--- config.mk ---
export PLATFORM = sky130hd
export DESIGN_NAME = cart_rom_address_pattern_flat
export DESIGN_NICKNAME = d
export VERILOG_FILES = /design/src/design/crom_pkg.sv /design/src/design/crom_if.sv /design/src/design/crom_base.sv /design/src/design/crom_adjust.sv /design/src/design/cart_rom_address_pattern.sv /design/src/flat_wrapper.sv
export SDC_FILE = /design/constraint.sdc
export NUM_CORES = 1
export LEC_CHECK = 0
export ABC_AREA = 1
export BUFFER_PORTS_ARGS = -buffer_cell sky130_fd_sc_hd__buf_2
export CAP_MARGIN = 25
export CORE_ASPECT_RATIO = 1.75
export CORE_MARGIN = 2
export CORE_UTILIZATION = 60
export CTS_CLUSTER_DIAMETER = 100
export DETAILED_ROUTE_END_ITERATION = 7
export GPL_TIMING_DRIVEN = 0
export PLACE_DENSITY = 0.87
export SLEW_MARGIN = 30
export SYNTH_ARGS = -nofsm -noshare
export SYNTH_HDL_FRONTEND = slang
export SYNTH_SLANG_ARGS = --single-unit
--- constraint.sdc ---
create_clock -name i_clk -period 6.4 [get_ports i_clk]
set_input_delay 1.28 -clock i_clk [delete_from_list [all_inputs] [get_ports i_clk]]
set_output_delay 1.28 -clock i_clk [all_outputs]
set_load 0.05 [all_outputs]
--- src/design/crom_pkg.sv ---
`timescale 1ns / 1ps
// Shared types and constants for the cartridge ROM address pattern block.
package crom_pkg;

    localparam int unsigned ADDR_W = 21;
    localparam int unsigned HALF_W = 16;
    localparam int unsigned DATA_W = 32;

    localparam logic [HALF_W-1:0] MASK_AAAA = 16'hAAAA;
    localparam logic [HALF_W-1:0] MASK_5555 = 16'h5555;
    localparam logic [HALF_W-1:0] MASK_F0F0 = 16'hF0F0;
    localparam logic [HALF_W-1:0] MASK_0F0F = 16'h0F0F;
    localparam logic [HALF_W-1:0] MASK_FF00 = 16'hFF00;
    localparam logic [HALF_W-1:0] MASK_00FF = 16'h00FF;

    typedef enum logic [1:0] {
        CMD_BYTE = 2'd0,
        CMD_HALF = 2'd1,
        CMD_WORD = 2'd2,
        CMD_NONE = 2'd3
    } t_cmd;

    typedef enum logic [1:0] {
        ADJ_NONE = 2'd0,
        ADJ_INC  = 2'd1,
        ADJ_DEC  = 2'd2
    } t_adj;

    typedef struct packed {
        logic [HALF_W-1:0] value;
        t_adj              adj;
    } t_base;

endpackage

--- src/design/crom_if.sv ---
`timescale 1ns / 1ps
// Valid/ready channel interfaces for the request and the read data.
interface crom_in_if;
    logic                        valid;
    logic                        ready;
    logic [crom_pkg::ADDR_W-1:0] address;
    logic [1:0]                  command;

    modport source (output valid, output address, output command, input ready);
    modport sink (input valid, input address, input command, output ready);
endinterface

interface crom_out_if;
    logic                        valid;
    logic                        ready;
    logic [crom_pkg::DATA_W-1:0] read_value;

    modport source (output valid, output read_value, input ready);
    modport sink (input valid, input read_value, output ready);
endinterface

--- src/design/crom_base.sv ---
`timescale 1ns / 1ps
// Region decoder that forms the unadjusted pattern and selects its plus or minus one step.
module crom_base (
    input  logic [crom_pkg::ADDR_W-1:0] i_address,
    output crom_pkg::t_base             o_base
);
    logic [4:0]                  region;
    logic [crom_pkg::HALF_W-1:0] lo;
    logic [crom_pkg::HALF_W-1:0] half;
    logic [crom_pkg::HALF_W-1:0] mix;
    logic [crom_pkg::HALF_W-2:0] lo_sh;

    assign region = i_address[20:16];
    assign lo     = i_address[15:0];
    assign half   = i_address[16:1];
    assign lo_sh  = lo[15:1];
    assign mix    = {i_address[1:0] == 2'd2, i_address[16], lo[15:2]};

    always_comb begin
        o_base.adj = crom_pkg::ADJ_NONE;
        unique case (region) inside
            5'h00, 5'h01: o_base.value = half;
            5'h02: o_base.value = lo;
            5'h03: begin
                o_base.value = lo;
                o_base.adj   = crom_pkg::ADJ_INC;
            end
            5'h04: o_base.value = ~lo;
            5'h05: begin
                o_base.value = ~lo;
                o_base.adj   = crom_pkg::ADJ_DEC;
            end
            5'h06: o_base.value = lo ^ crom_pkg::MASK_AAAA;
            5'h07: begin
                o_base.value = lo ^ crom_pkg::MASK_AAAA;
                o_base.adj   = crom_pkg::ADJ_INC;
            end
            5'h08: o_base.value = lo ^ crom_pkg::MASK_5555;
            5'h09: begin
                o_base.value = lo ^ crom_pkg::MASK_5555;
                o_base.adj   = crom_pkg::ADJ_DEC;
            end
            5'h0A, 5'h0B: o_base.value = mix;
            5'h0C, 5'h0D: o_base.value = ~mix;
            5'h0E, 5'h0F: o_base.value = mix ^ crom_pkg::MASK_AAAA;
            5'h10, 5'h11: o_base.value = mix ^ crom_pkg::MASK_5555;
            5'h12: o_base.value = {1'b1, ~lo_sh};
            5'h13: o_base.value = {1'b0, ~lo_sh};
            5'h14, 5'h15: o_base.value = half ^ crom_pkg::MASK_AAAA;
            5'h16, 5'h17: o_base.value = half ^ crom_pkg::MASK_5555;
            5'h18, 5'h19: o_base.value = half ^ crom_pkg::MASK_F0F0;
            5'h1A, 5'h1B: o_base.value = half ^ crom_pkg::MASK_0F0F;
            5'h1C, 5'h1D: o_base.value = half ^ crom_pkg::MASK_FF00;
            default: o_base.value = half ^ crom_pkg::MASK_00FF;
        endcase
    end
endmodule

--- src/design/crom_adjust.sv ---
`timescale 1ns / 1ps
// Applies the wrapping plus or minus one step to a decoded pattern.
module crom_adjust (
    input  crom_pkg::t_base             i_base,
    output logic [crom_pkg::HALF_W-1:0] o_pattern
);
    always_comb begin
        unique case (i_base.adj)
            crom_pkg::ADJ_INC: o_pattern = i_base.value + 16'd1;
            crom_pkg::ADJ_DEC: o_pattern = i_base.value - 16'd1;
            default:           o_pattern = i_base.value;
        endcase
    end
endmodule

--- src/design/cart_rom_address_pattern.sv ---
`timescale 1ns / 1ps
// Throughput is one transaction per cycle while the output is ready, through four register stages:
// request and address+2, region decode, adjust, and width formatting.
// Each stage takes new data whenever it is empty or its successor moves on.
// Reset clears only the stage valid bits; the data registers are not reset.
module cart_rom_address_pattern (
    input  logic              i_clk,
    input  logic              i_rst_n,
    crom_in_if.sink           i_in,
    crom_out_if.source        o_out
);
    logic r_v0, r_v1, r_v2, r_v3;
    logic ld0, ld1, ld2, ld3;

    logic [crom_pkg::ADDR_W-1:0] r_addr0, r_addr2_0;
    crom_pkg::t_cmd              r_cmd0, r_cmd1, r_cmd2;
    logic                        r_odd1, r_odd2;
    crom_pkg::t_base             r_base_a1, r_base_b1;
    logic [crom_pkg::HALF_W-1:0] r_pat_a2, r_pat_b2;
    logic [crom_pkg::DATA_W-1:0] r_data3;

    crom_pkg::t_base             base_a, base_b;
    logic [crom_pkg::HALF_W-1:0] pat_a, pat_b;
    logic [crom_pkg::DATA_W-1:0] n_data3;

    assign ld3 = !r_v3 || o_out.ready;
    assign ld2 = !r_v2 || ld3;
    assign ld1 = !r_v1 || ld2;
    assign ld0 = !r_v0 || ld1;

    assign i_in.ready       = ld0;
    assign o_out.valid      = r_v3;
    assign o_out.read_value = r_data3;

    always_ff @(posedge i_clk) begin
        if (!i_rst_n) begin
            r_v0 <= 1'b0;
            r_v1 <= 1'b0;
            r_v2 <= 1'b0;
            r_v3 <= 1'b0;
        end else begin
            if (ld0) r_v0 <= i_in.valid;
            if (ld1) r_v1 <= r_v0;
            if (ld2) r_v2 <= r_v1;
            if (ld3) r_v3 <= r_v2;
        end
    end

    crom_base u_base_a (.i_address(r_addr0),   .o_base(base_a));
    crom_base u_base_b (.i_address(r_addr2_0), .o_base(base_b));

    crom_adjust u_adjust_a (.i_base(r_base_a1), .o_pattern(pat_a));
    crom_adjust u_adjust_b (.i_base(r_base_b1), .o_pattern(pat_b));

    always_comb begin
        unique case (r_cmd2)
            crom_pkg::CMD_BYTE: n_data3 = r_odd2 ? {24'd0, r_pat_a2[7:0]}
                                                 : {24'd0, r_pat_a2[15:8]};
            crom_pkg::CMD_HALF: n_data3 = {16'd0, r_pat_a2};
            crom_pkg::CMD_WORD: n_data3 = {r_pat_a2, r_pat_b2};
            default:            n_data3 = '0;
        endcase
    end

    always_ff @(posedge i_clk) begin
        if (ld0) begin
            r_addr0   <= i_in.address;
            r_addr2_0 <= i_in.address + 21'd2;
            r_cmd0    <= crom_pkg::t_cmd'(i_in.command);
        end
        if (ld1) begin
            r_base_a1 <= base_a;
            r_base_b1 <= base_b;
            r_cmd1    <= r_cmd0;
            r_odd1    <= r_addr0[0];
        end
        if (ld2) begin
            r_pat_a2 <= pat_a;
            r_pat_b2 <= pat_b;
            r_cmd2   <= r_cmd1;
            r_odd2   <= r_odd1;
        end
        if (ld3) begin
            r_data3 <= n_data3;
        end
    end
endmodule
--- src/flat_wrapper.sv ---
// flat-port wrapper written by rule: the top's interface ports become plain ports
module cart_rom_address_pattern_flat 
  (i_clk, i_rst_n, i_in_valid, i_in_address, i_in_command, i_in_ready, o_out_valid, o_out_read_value, o_out_ready);
  crom_in_if i_in_i ();
  crom_out_if o_out_i ();
  input  logic i_clk;
  input  logic i_rst_n;
  input wire logic [$bits(i_in_i.valid)-1:0] i_in_valid;
  input wire logic [$bits(i_in_i.address)-1:0] i_in_address;
  input wire logic [$bits(i_in_i.command)-1:0] i_in_command;
  output wire logic [$bits(i_in_i.ready)-1:0] i_in_ready;
  output wire logic [$bits(o_out_i.valid)-1:0] o_out_valid;
  output wire logic [$bits(o_out_i.read_value)-1:0] o_out_read_value;
  input wire logic [$bits(o_out_i.ready)-1:0] o_out_ready;
  assign i_in_i.valid = i_in_valid;
  assign i_in_i.address = i_in_address;
  assign i_in_i.command = i_in_command;
  assign i_in_ready = i_in_i.ready;
  assign o_out_valid = o_out_i.valid;
  assign o_out_read_value = o_out_i.read_value;
  assign o_out_i.ready = o_out_ready;
  cart_rom_address_pattern u_core (.i_clk(i_clk), .i_rst_n(i_rst_n), .i_in(i_in_i), .o_out(o_out_i));
endmodule
==> results of run 1 <==
[metrics by stage]
step,area [um^2],hold slack [ns]
after CTS,10480,0.4186
final,10480,0.4227
after global routing,10480,0.4323
after global placement,9926,0.4025
after floorplan,9393,0.4003
after detailed placement,9956,0.4057
[worst max-delay path, delay by kind of cell]
family	cells	cell delay (ns)
AND/OR/NAND/NOR	4	0.82
buffers and inverters	5	1.66
[cells in the final DEF, fill, tap and decap left out, types with 4 or more instances in the layout]
| cell | netlist | final |
|---|---|---|
| or2_2 | 5 | 5 |
| xor2_1 | 17 | 17 |
| nor2_2 | 5 | 5 |
| inv_1 | 171 | 168 |
| nand2_1 | 383 | 382 |
| ha_1 | 7 | 7 |
| edfxtp_1 | 149 | 149 |
| buf_4 | 4 | 4 |
| nand2_2 | 6 | 7 |
| nand3_1 | 88 | 88 |
| o21ai_1 | 4 | 4 |
| inv_2 | 4 | 7 |
| o211ai_1 | 8 | 8 |
| clkinv_1 | 2 | 6 |
| clkbuf_16 | 0 | 17 |
| xnor2_1 | 10 | 10 |
| nand4_1 | 8 | 8 |
| o2111ai_1 | 22 | 22 |
| buf_6 | 4 | 4 |
| o21ai_0 | 47 | 47 |
| o221ai_1 | 9 | 9 |
| a21oi_1 | 54 | 54 |
| buf_2 | 4 | 64 |
| dfxtp_1 | 4 | 4 |
| nor2_1 | 114 | 114 |
| o22ai_1 | 26 | 26 |
| a22oi_1 | 4 | 4 |
| clkbuf_1 | 9 | 12 |
[power breakdown]
group	total [mW]	switching [mW]	leakage (nW)	internal [mW]
sequential	1.30	0.0738	1.68	1.23
combinational	0.529	0.376	3.05	0.154
clock	0.893	0.369	0.246	0.523
total	2.73	0.819	4.97	1.91
[Yosys cell counts (all sizes together)]
library cell,n,area (um^2)
o2111ai,22,192.7
xor2,17,148.9
o21a,1,7.510
o211ai,8,60.06
o221ai,9,78.83
ha,7,87.58
nand3,90,460.4
dfxtp,4,80.08
nand4,8,50.05
nor2,120,470.5
nor4,1,6.260
buf,12,95.09
a21oi,55,279.0
o21bai,3,22.52
nand3b,1,7.510
o22ai,26,162.7
a211oi,3,22.52
edfxtp,149,4474
or2,6,37.54
a22oi,4,30.03
nand2,391,1498
xnor2,10,87.58
clkinv,2,7.510
nor3,3,20.02
a31oi,3,18.77
clkbuf,9,33.78
inv,176,663.1
o21ai,52,271.5
and2,3,18.77
[area by class of cell]
type,instances,area [um^2]
well taps,186,232.7
plain buffers,21,128.9
inverters,178,670.6
clock inverters,11,82.58
clock buffers,20,436.7
flip-flops and latches,153,4554
multi-input cells,843,4041
fillers,1279,4840
repair buffers,61,327.8
[flip-flops by register name, indices dropped and copies added, names as in the netlist, 2 cells and up]
register and count:
u_core.r_addr0 20, u_core.r_cmd2 2, u_core.r_base_a1 18, u_core.r_pat_b2 16
u_core.r_cmd1 2, u_core.r_addr2_0 21, u_core.r_base_b1 18, u_core.o_out.read_value 32
u_core.r_cmd0 2, u_core.r_pat_a2 16
[kinds of logic (layout without fill, tap and decap cells)]
logic type | Yosys count | in the layout
adder cells (fa/ha/maj) | 7 | 7
flip-flops | 153 | 153
XOR/XNOR | 27 | 27
buffers and inverters | 199 | 291
AO/OA/AOI/OAI | 186 | 186
AND/OR/NAND/NOR | 623 | 623
[path summary, 6_finish.rpt]
| path | slack [ns] | depth (start not counted) | end |
|---|---|---|---|
| worst min register to register | 0.42 | 0 | u_core.r_cmd2[1] |
| worst min-delay path | 0.42 | 0 | u_core.r_cmd2[1] |
| worst max-delay path | 1.33 | 9 | i_in_ready |
| worst max register to register | 3.61 | 8 | u_core.r_addr2_0[19] |
[metal layers]
metal  vias to the layer above  part of all wire, %  track usage [%]
li1                       4151                    -                -
met1                      3869                   34            29.06
met2                       393                   54            56.23
met3                       103                  5.6            3.418
met4                         0                  6.2            19.30
met5                         -                    0                0
==> flow_metrics.env, run 1 <==
export IMPL_cts_tree="built"
export IMPL_fin_nets=1309
export IMPL_track_usage_pct=29.39
export IMPL_cp_max_fo=37
export IMPL_cts_resized=0
export IMPL_gp_congestion=0.9390
export IMPL_cp_end_kind="output port"
export IMPL_fin_util_pct=68.40
export IMPL_p_leak_nw=4.966
export IMPL_worst_pin_slew_ns=0.7691
export IMPL_setup_viol=0
export IMPL_wl_per_cell_um=16.37
export IMPL_pre_cts_slack_ns=1.311
export IMPL_cp_arrival_ns=3.79
export IMPL_num_rows=60
export IMPL_clock_skew_ns=0.006330
export IMPL_crit_type="in2out"
export IMPL_hold_viol=0
export IMPL_io_pins=61
export IMPL_cts_buffers=17
export IMPL_drt_pass1_iter_count=7
export IMPL_viasPerCell=5.781
export IMPL_synthSimpleGateAreaFrac_pct=27.35
export IMPL_critPathLaunch="o_out_ready"
export IMPL_grt_pass1_wl_um=38630
export IMPL_dp_cells=1442
export IMPL_layout_min_cycle_time_ns=5.072
export IMPL_r2r_start="u_core.o_out.valid"
export IMPL_ys_seq_area_share_pct=48.49
export IMPL_slowest_delay_ns=0.58
export IMPL_ctsHoldBuffers=0
export IMPL_htreeDepth=4
export IMPL_fin_tns_setup_ns=0
export IMPL_hold_class="reg2reg"
export IMPL_drtIter0Drc=520
export IMPL_synth_distinct_cells=43
export IMPL_antenna_found_initial=0
export IMPL_cp_start_kind="primary input"
export IMPL_syn_area_per_cell_um2=7.860
export IMPL_start_util_pct=61.33
export IMPL_peakVddDrop_mv=0.2035
export IMPL_maxCapViolCount=0
export IMPL_syn2layout_area_growth_pct=11.52
export IMPL_drive_gt1_share_pct=10.10
export IMPL_required_ns=5.12
export IMPL_status="finished, final reports clean"
export IMPL_die_area_um2=16710
export IMPL_synth_seq_cells=153
export IMPL_synth_xor_area_share_pct=2.518
export IMPL_fin_ws_ns=1.328
export IMPL_hpwl_um=18960
export IMPL_finalMaxSlewViolations=0
export IMPL_core_um2=15310
export IMPL_die_h_um=169.5
export IMPL_totalPowerFinal_mw=2.726
export IMPL_crit_path_top_delay_cell="inv_2"
export IMPL_grt_pass1_vias=8204
export IMPL_grt_max_degree=40
export IMPL_overflow=0
export IMPL_ys_warn_count=0
export IMPL_syn_cell_area_um2=9393
export IMPL_rsz0062_at_grt="no"
export IMPL_cts_sinks=153
export IMPL_drc_errors=0
export IMPL_post_cts_setup_buffers=0
export IMPL_clk_pin_slew_ns=0.06
export IMPL_synth_compound_area_share_pct=12.20
export IMPL_max_clock_freq_ghz=0.1972
export IMPL_vias=8516
export IMPL_syn_nets=1229
export IMPL_hold_path_startpoint="u_core.r_cmd1[1]"
export IMPL_path_common_cell="nor2_1"
export IMPL_diodes=0
export IMPL_synth_top_family_by_area="simple AND/OR/NAND/NOR gates"
export IMPL_synth_area_mux_share_pct=0
export IMPL_final_cells=1473
export IMPL_drt_wl_total_um=24120
export IMPL_clock_root_buffer="clkbuf_16"
export IMPL_synth_fa_ha_area_share_pct=0.9325
export IMPL_die_w_um=98.58
export IMPL_power_density_nw_per_um2=260.2
export IMPL_clk_latency_ns=0.42
export IMPL_drtAntennaViolNets=0
export IMPL_port_buffer_count=60
export IMPL_relSlewSlack_pct=48.65
export IMPL_critical_path_cell_chain="buf_2, nor2_1, inv_2, nor2_1, inv_2, nor2_1, nand2_2, buf_16, buf_2"
export IMPL_clock_path_buffers=2
export IMPL_period_share_pct=79.25
export IMPL_syn_inst=1195
Note: power is estimated with default switching activity, not from simulation.
==> inputs of run 2 (changes only) <==
- CORE_UTILIZATION: 60 -> 56
- PLACE_DENSITY: 0.87 -> 0.85
- clock period: 6.4 -> 4.14 ns (I/O delays scaled with it)
==> flow_metrics.env, run 2 (synthesized netlist as in run 1, its figures left out) <==
export IMPL_status="finished, final reports clean"
export IMPL_fin_nets=1308
export IMPL_p_leak_nw=4.992
export IMPL_r2r_end="u_core.r_base_b1[1]"
export IMPL_clk_latency_ns=0.42
export IMPL_worst_pin_slew_ns=0.7497
export IMPL_layout_min_cycle_time_ns=3.815
export IMPL_hold_end="u_core.r_cmd2[0]"
export IMPL_critical_path_top_delay_family="buffers and inverters"
export IMPL_layout_common_cells="nand2_1, inv_1, edfxtp_1"
export IMPL_crit_path_top_delay_cell="inv_2"
export IMPL_ctsHoldBuffers=0
export IMPL_port_buffer_count=60
export IMPL_gp_congestion=0.9786
export IMPL_rsz0062_at_grt="no"
export IMPL_reg2reg_slack_ns=1.58
export IMPL_cts_tree="built"
export IMPL_cp_max_fo=45
export IMPL_cp_end_kind="output port"
export IMPL_finalMaxSlewViolations=0
export IMPL_drt_wl_total_um=23920
export IMPL_power_density_nw_per_um2=409.8
export IMPL_syn2layout_area_growth_pct=12.43
export IMPL_clk_pin_slew_ns=0.06
export IMPL_setup_viol=0
export IMPL_r2r_cells=7
export IMPL_grt_pass1_vias=8118
export IMPL_io_pins=61
export IMPL_largest_reg_flops=32
export IMPL_diodes=0
export IMPL_die_area_um2=17870
export IMPL_cp_buffers_inverters=4
export IMPL_drive_gt1_share_pct=10.41
export IMPL_overflow=0
export IMPL_grt_max_degree=46
export IMPL_antenna_found_initial=0
export IMPL_clock_path_buffers=2
export IMPL_viasPerCell=5.563
export IMPL_pre_cts_slack_ns=0.1023
export IMPL_max_clock_freq_ghz=0.2621
export IMPL_relSlewSlack_pct=49.95
export IMPL_core_um2=16450
export IMPL_hold_class="reg2reg"
export IMPL_cp_start_kind="primary input"
export IMPL_holdWs_ns=0.4430
export IMPL_slowest_delay_ns=0.47
export IMPL_track_usage_pct=27.55
export IMPL_required_ns=3.31
export IMPL_die_h_um=175.3
export IMPL_fin_ws_ns=0.3248
export IMPL_drtAntennaViolNets=0
export IMPL_hpwl_um=18790
export IMPL_cts_buffers=17
export IMPL_cts_sinks=153
export IMPL_fin_tns_setup_ns=0
export IMPL_num_rows=62
export IMPL_wl_per_cell_um=15.83
export IMPL_final_common_cell="nand2_1"
export IMPL_drt_pass1_iter_count=7
export IMPL_critical_path_cell_chain="buf_2, nor2_1, inv_2, nor2_1, inv_4, nor2_1, nand2_4, buf_2"
export IMPL_maxCapViolCount=0
export IMPL_grt_pass1_wl_um=38150
export IMPL_peakVddDrop_mv=0.3125
export IMPL_htreeDepth=4
export IMPL_period_share_pct=92.16
export IMPL_start_util_pct=57.11
export IMPL_cp_arrival_ns=2.99
export IMPL_vias=8406
export IMPL_path_common_cell="nor2_1"
export IMPL_crit_type="in2out"
export IMPL_clock_skew_ns=0.008416
export IMPL_whs_path_depth=0
export IMPL_drtIter0Drc=451
export IMPL_r2r_start="u_core.o_out.valid"
export IMPL_totalPowerFinal_mw=4.327
export IMPL_drc_errors=0
export IMPL_hold_viol=0
export IMPL_fin_util_pct=64.21
export IMPL_die_w_um=101.9
export IMPL_hold_path_startpoint="u_core.r_cmd1[0]"
export IMPL_clock_root_buffer="clkbuf_16"
-- run 2: cell count changes in the layout (fill, tap and decap cells not counted), sizes merged --
cell,change
buf,-1
bufinv,+1
clkbuf,-2
inv,+2
-- run 2: final cells by class --
| cell class | count | area (um^2) |
|---|---|---|
| Clock inverter | 14 | 147.6 |
| Fill cell | 1433 | 5886 |
| Clock buffer | 18 | 429.2 |
| Buffer | 21 | 128.9 |
| Tap cell | 224 | 280.3 |
| Inverter | 178 | 673.1 |
| Timing Repair Buffer | 60 | 300.3 |
| Sequential cell | 153 | 4554 |
| Multi-Input combinational cell | 843 | 4046 |
-- run 2: worst max path at each step --
stage          cells after the start  slack, ns          to         from
2_1_floorplan                      6       0.23  i_in_ready  o_out_ready
3_3_place_gp                       8      -0.63  i_in_ready  o_out_ready
3_5_place_dp                       8       0.10  i_in_ready  o_out_ready
4_1_cts                            8        0.1  i_in_ready  o_out_ready
5_1_grt                            8       0.07  i_in_ready  o_out_ready
6_report                           8       0.32  i_in_ready  o_out_ready
-- run 2: power by group --
group | total (mW) | switching (mW) | internal (mW)
combinational | 0.823 | 0.585 | 0.238
clock | 1.49 | 0.606 | 0.887
sequential | 2.01 | 0.110 | 1.90
-- run 2: through the flow --
stage	cells	cell area, um^2
after global routing	1511	10560
after CTS	1511	10560
after floorplan	1195	9400
after global placement	1479	9981
after detailed placement	1479	9981
final	1511	10560
-- run 2: timing repair --
item	CTS	global route
resized for setup	0	2
setup buffers	0	0
endpoints found under the setup margin	0	1
-- run 2: routing by layer --
layer  part of all wire (%)  GRT usage, %  vias up
met5                      0             0        -
met4                    6.7         19.17        0
met3                    4.7         3.104      105
met2                     54         51.37      334
met1                     34         27.28     3822
li1                       -             -     4145
